$ cat src/sv/mas_ram.sv
// ----------------------------------------------------------------------------
// mas_ram: generic simple dual-port RAM
// One write port and one read port; read data is registered.
// ----------------------------------------------------------------------------
module mas_ram #(
    parameter int unsigned WIDTH  = 32,
    parameter int unsigned DEPTH  = 64,
    parameter int unsigned ADDR_W = (DEPTH > 1) ? $clog2(DEPTH) : 1
) (
    input  logic              i_clk,
    input  logic              i_we,
    input  logic [ADDR_W-1:0] i_waddr,
    input  logic [WIDTH-1:0]  i_wdata,
    input  logic [ADDR_W-1:0] i_raddr,
    output logic [WIDTH-1:0]  o_rdata
);

    logic [WIDTH-1:0] r_mem [DEPTH];

    always_ff @(posedge i_clk) begin
        if (i_we) begin
            r_mem[i_waddr] <= i_wdata;
        end
        o_rdata <= r_mem[i_raddr];
    end

endmodule

$ cat config.mk
export PLATFORM = sky130hd
export DESIGN_NAME = mas_ram
export DESIGN_NICKNAME = d
export VERILOG_FILES = /design/src/sv/mas_ram.sv
export SDC_FILE = /design/constraint.sdc
export NUM_CORES = 2
export LEC_CHECK = 0
export ABC_CLOCK_PERIOD_IN_PS = 4600
export CORE_UTILIZATION = 59
export DETAILED_ROUTE_END_ITERATION = 12
export DONT_BUFFER_PORTS = 1
export PLACE_DENSITY_LB_ADDON = 0.25
export SYNTH_ARGS = -nofsm -noshare
export SYNTH_HDL_FRONTEND = slang
export SYNTH_SLANG_ARGS = --single-unit
$ cat constraint.sdc
create_clock -name i_clk -period 4.6 [get_ports i_clk]
set_clock_uncertainty 0.05 [all_clocks]
set_input_delay 0.23 -clock i_clk [delete_from_list [all_inputs] [get_ports i_clk]]
set_output_delay 0.23 -clock i_clk [all_outputs]
set_load 0.05 [all_outputs]
* Word level (Yosys, flattened, before mapping) *
Memories as Yosys holds them, arrays and structs flattened. A register that Yosys moved wholly into a read port is not among the register bits.
Cells that the tools add are included.

word-level totals
  flip-flop bits (word level) = 0
  memory bits (writable) = 2048
  bits of input ports = 46
  output and inout port bits = 32
  word-level logic and storage cells = 3
  memories kept = 1

operators by class
  multiplexer cells = 2

memory list
  memory  depth  bits a word  read ports  clocked after Yosys merged registers in  write ports  line  RTL
  r_mem   64     32           1           1                                        1            18    logic [WIDTH-1:0] r_mem [DEPTH];

operator list
  cell               count
  1-bit two-way mux  2

* Longest topological paths before layout *
  depth after elaboration = 2
  mapped depth = 10
  gate-level depth less buffers = 5

* Worst setup path before layout *
OpenSTA, ideal clock, no wires.

  kind = input to register
  start = input port i_waddr[3]
  end = memory r_mem[48][0], enable pin
  library setup time = 0.461 ns
  arrival time = 2.929 ns
  data required time = 4.089 ns
  setup slack = 1.160 ns
  cell stages on the path = 4
  buffers on the path = 1
  cells stage by stage = clkbuf_1 > nor2b_1 > nand4b_1 > nor3_1

RTL lines
  element      line  RTL
  from (decl)  12    input logic [ADDR_W-1:0] i_waddr,
  to (decl)    18

Straight into the memory's write port.

==> results_dict.tcl <==
set metrics [dict create \
    synth_xor_area_share_pct 0 \
    drv_slew 289 \
    pre_cts_ws_ns 1.84 \
    crit_buf_inv 0 \
    fin_ws_ns 1.38 \
    avgSynthCellArea_sq_um 23.6 \
    ys_seq_area_share_pct 79.1 \
    setup_viol 0 \
    rsz0062_at_grt "no" \
    grt_pass1_wl_um 277000 \
    worst_slew_pin_slew_ns 1.83 \
    clk_pin_slew_ns 0.06 \
    clockBufferDepth 3 \
    rows 133 \
    drc_errors 0 \
    hpwlAfterDp_um 103000 \
    start_util_pct 59.6 \
    cts_tree "yes" \
    worstPathRequired_ns 5.17 \
    slowest_stage "mux4_2" \
    synth_fa_ha_area_share_pct 0 \
    syn-num-nets 3370 \
    final_hold_viol_count 0 \
    place_congestion 1.02 \
    drt_iter0_markers 5807 \
    ant_nets 0 \
    ios 78 \
    fp.dieW_um 367 \
    crit_path_start_kind "input port" \
    synth_flop_cell "edfxtp_1" \
    crit_top_cell "mux4_2" \
    violations "slew limit" \
    synth_simple_gate_area_share_pct 1.27 \
    cp_max_fo 513 \
    synth_top_family_by_area "multiplexers" \
    ys_types 34 \
    post_drt_wl_per_cell_um 36.5 \
    n_fill_cell 8010 \
    fin_nets 3515 \
    drv_cap 0 \
    yosys_register_bits 2080 \
    maxSlewHeadroom_pct -21.8 \
    clk_latency_ns 0.82 \
    syn_to_final_growth_pct 12.7 \
    max-vdd-ir-drop_mv 0.357 \
    crit_type "in -> reg" \
    design_area_sq_um 88500 \
    synth-edff-count 2048 \
    max_freq_mhz 310 \
    grt_max_degree 514 \
    power.density_nw_per_um2 443 \
    cp_cell_sequence "mux4_2 -> mux4_2 -> o22ai_1 -> nor2_1" \
    synth_warnings 0 \
    synth_area_sq_um 78500 \
    fin_crit_sh_pct 70.1 \
    synth.mux.area_fraction_pct 16.8 \
    drive_above_1_share_pct 27.1 \
    first_pass_iters 6 \
    synth_compound_area_share_pct 1.67 \
    post_cts_buffers 0 \
    dpl_cell_area_sq_um 80700 \
    whs_ns 0.0171 \
    overflow 0 \
    arrival_ns 3.80 \
    via_count 37300 \
    dieHeight_um 367 \
    clock-sinks 2080 \
    cp_top_family "multiplexers" \
    port_buffers 0 \
    tns_ns 0 \
    power_leakage_nw 27.4 \
    antenna_found_initial 13 \
    viasPerCell 6.91 \
    core-area_sq_um 132000 \
    hp-class "in -> reg" \
    drt-total-wl_um 197000 \
    htreeDepth 4 \
    synthCells 3324 \
    numCtsBuffers 196 \
    ctsResizeCount 0 \
    period_needed_ns 3.22 \
    end_kind "flip-flop" \
    async_flop_share_pct 0 \
    grt_pass1_vias 36900 \
    outcome "finished with violations" \
    dieArea_sq_um 135000 \
    grtUsageTotal_pct 29.7 \
    slowest_delay_ns 1.11 \
    ctsRootBufferMaster "clkbuf_16" \
]
-- cells in the mapped netlist (2+ instances only) --
master	number	area [sq um]
a21oi_1	62	310
nor3_1	7	35.0
and2_1	2	12.5
mux4_2	544	12300
nor2_1	137	514
dfxtp_1	32	641
nor2b_1	15	93.8
o22ai_1	84	526
mux2i_1	93	931
nand4_1	2	12.5
edfxtp_1	2048	61500
o221ai_1	27	236
buf_2	57	285
and3_1	4	25.0
nand2b_1	8	50.1
nand3b_1	5	37.5
buf_6	5	56.3
nand3_1	5	25.0
buf_4	25	188
a22oi_1	12	90.1
buf_1	21	78.8
o32ai_1	4	35.0
clkbuf_1	74	278
a41o_1	4	40.0
or3b_2	3	26.3
or3b_1	2	17.5
nand2_1	26	97.6
or3_1	3	18.8
a311oi_1	8	70.1
-- metrics by stage --
stage	total power, mW	std cells	utilization (%)
floorplan	22.6	3324	-
global placement	22.8	4946	61.2
detailed placement	22.8	4946	61.2
CTS	39.3	5389	67.1
global route	40.1	5389	67.1
finish	39.2	5392	67.2
-- power by group --
group          total [mW]  internal [mW]  switching, mW
combinational        1.77          0.746           1.03
clock                16.2           9.31           6.92
sequential           21.2           21.0          0.270
total                39.2           31.0           8.22
-- path summary, 6_finish.rpt --
| kind | end | slack, ns | start | cells after the start |
|---|---|---|---|---|
| setup / recovery | o_rdata[15] | 1.38 | i_raddr[0] | 4 |
| hold / removal | r_mem[11][8] | 0.02 | i_we | 2 |
| hold reg to reg | o_rdata[18] | 0.88 | r_mem[61][18] | 5 |
| setup reg to reg | o_rdata[0] | 1.82 | r_mem[34][0] | 4 |
-- worst register-to-register path: cells and delay by family (launching register included) --
kind,cells,cell delay (ns)
flops,1,0.41
mux,2,1.04
simple gates,1,0.13
compound gates,1,0.99
-- layout by cell type (no fill, tap or decap), types with 38 or more instances in the layout --
| master | netlist | routed |
|---|---|---|
| edfxtp_1 | 2048 | 2048 |
| mux4_2 | 544 | 544 |
| clkbuf_16 | 0 | 201 |
| mux2i_1 | 93 | 93 |
| o22ai_1 | 84 | 84 |
| nor2_1 | 137 | 74 |
| a21oi_1 | 62 | 62 |
| nor2_4 | 0 | 62 |
| buf_4 | 25 | 49 |
| dlygate4sd3_1 | 0 | 46 |
| clkbuf_1 | 74 | 43 |
| clkinv_2 | 0 | 38 |
-- layer usage --
| metal | part of all wire (%) | wire (um) | vias up | GRT usage, % |
|---|---|---|---|---|
| li1 | - | - | 14600 | - |
| met1 | 38 | 74300 | 20000 | 43.0 |
| met2 | 47 | 92700 | 2356 | 44.8 |
| met3 | 12 | 23900 | 345 | 8.33 |
| met4 | 3.1 | 6050 | 6 | 8.84 |
| met5 | 0.018 | 35 | - | 0 |
-- kinds of logic (layout without fill, tap and decap cells) --
logic type / count (synthesis) / after routing
buffers and inverters: 182 / 492
other: 0 / 3
and+or+nand+nor: 223 / 223
muxes: 637 / 637
AOI/OAI and AO/OA: 202 / 202
DFF: 2080 / 2080
-- timing repair --
action / 4_1_cts / 5_1_grt
hold buffers: 80 / 0
hold endpoints to repair: 2174 / 0
setup endpoints to repair: 0 / 0
-- cell type report --
cell class / instances / area [sq um] / area share, %
clock buffers: 252 / 5300 / 5.99
repair buffers: 129 / 1760 / 1.98
clock inverters: 111 / 1130 / 1.28
multi-input cells: 1062 / 16000 / 18.0
diodes: 3 / 7.51 / 0.00848
flip-flops and latches: 2080 / 62100 / 70.2
well taps: 1755 / 2200 / 2.48
-- sequential cells by signal (all words and copies together), names as in the netlist --
register / count
r_mem: 2048
o_rdata: 32
Note: power is estimated with default switching activity, not from simulation.
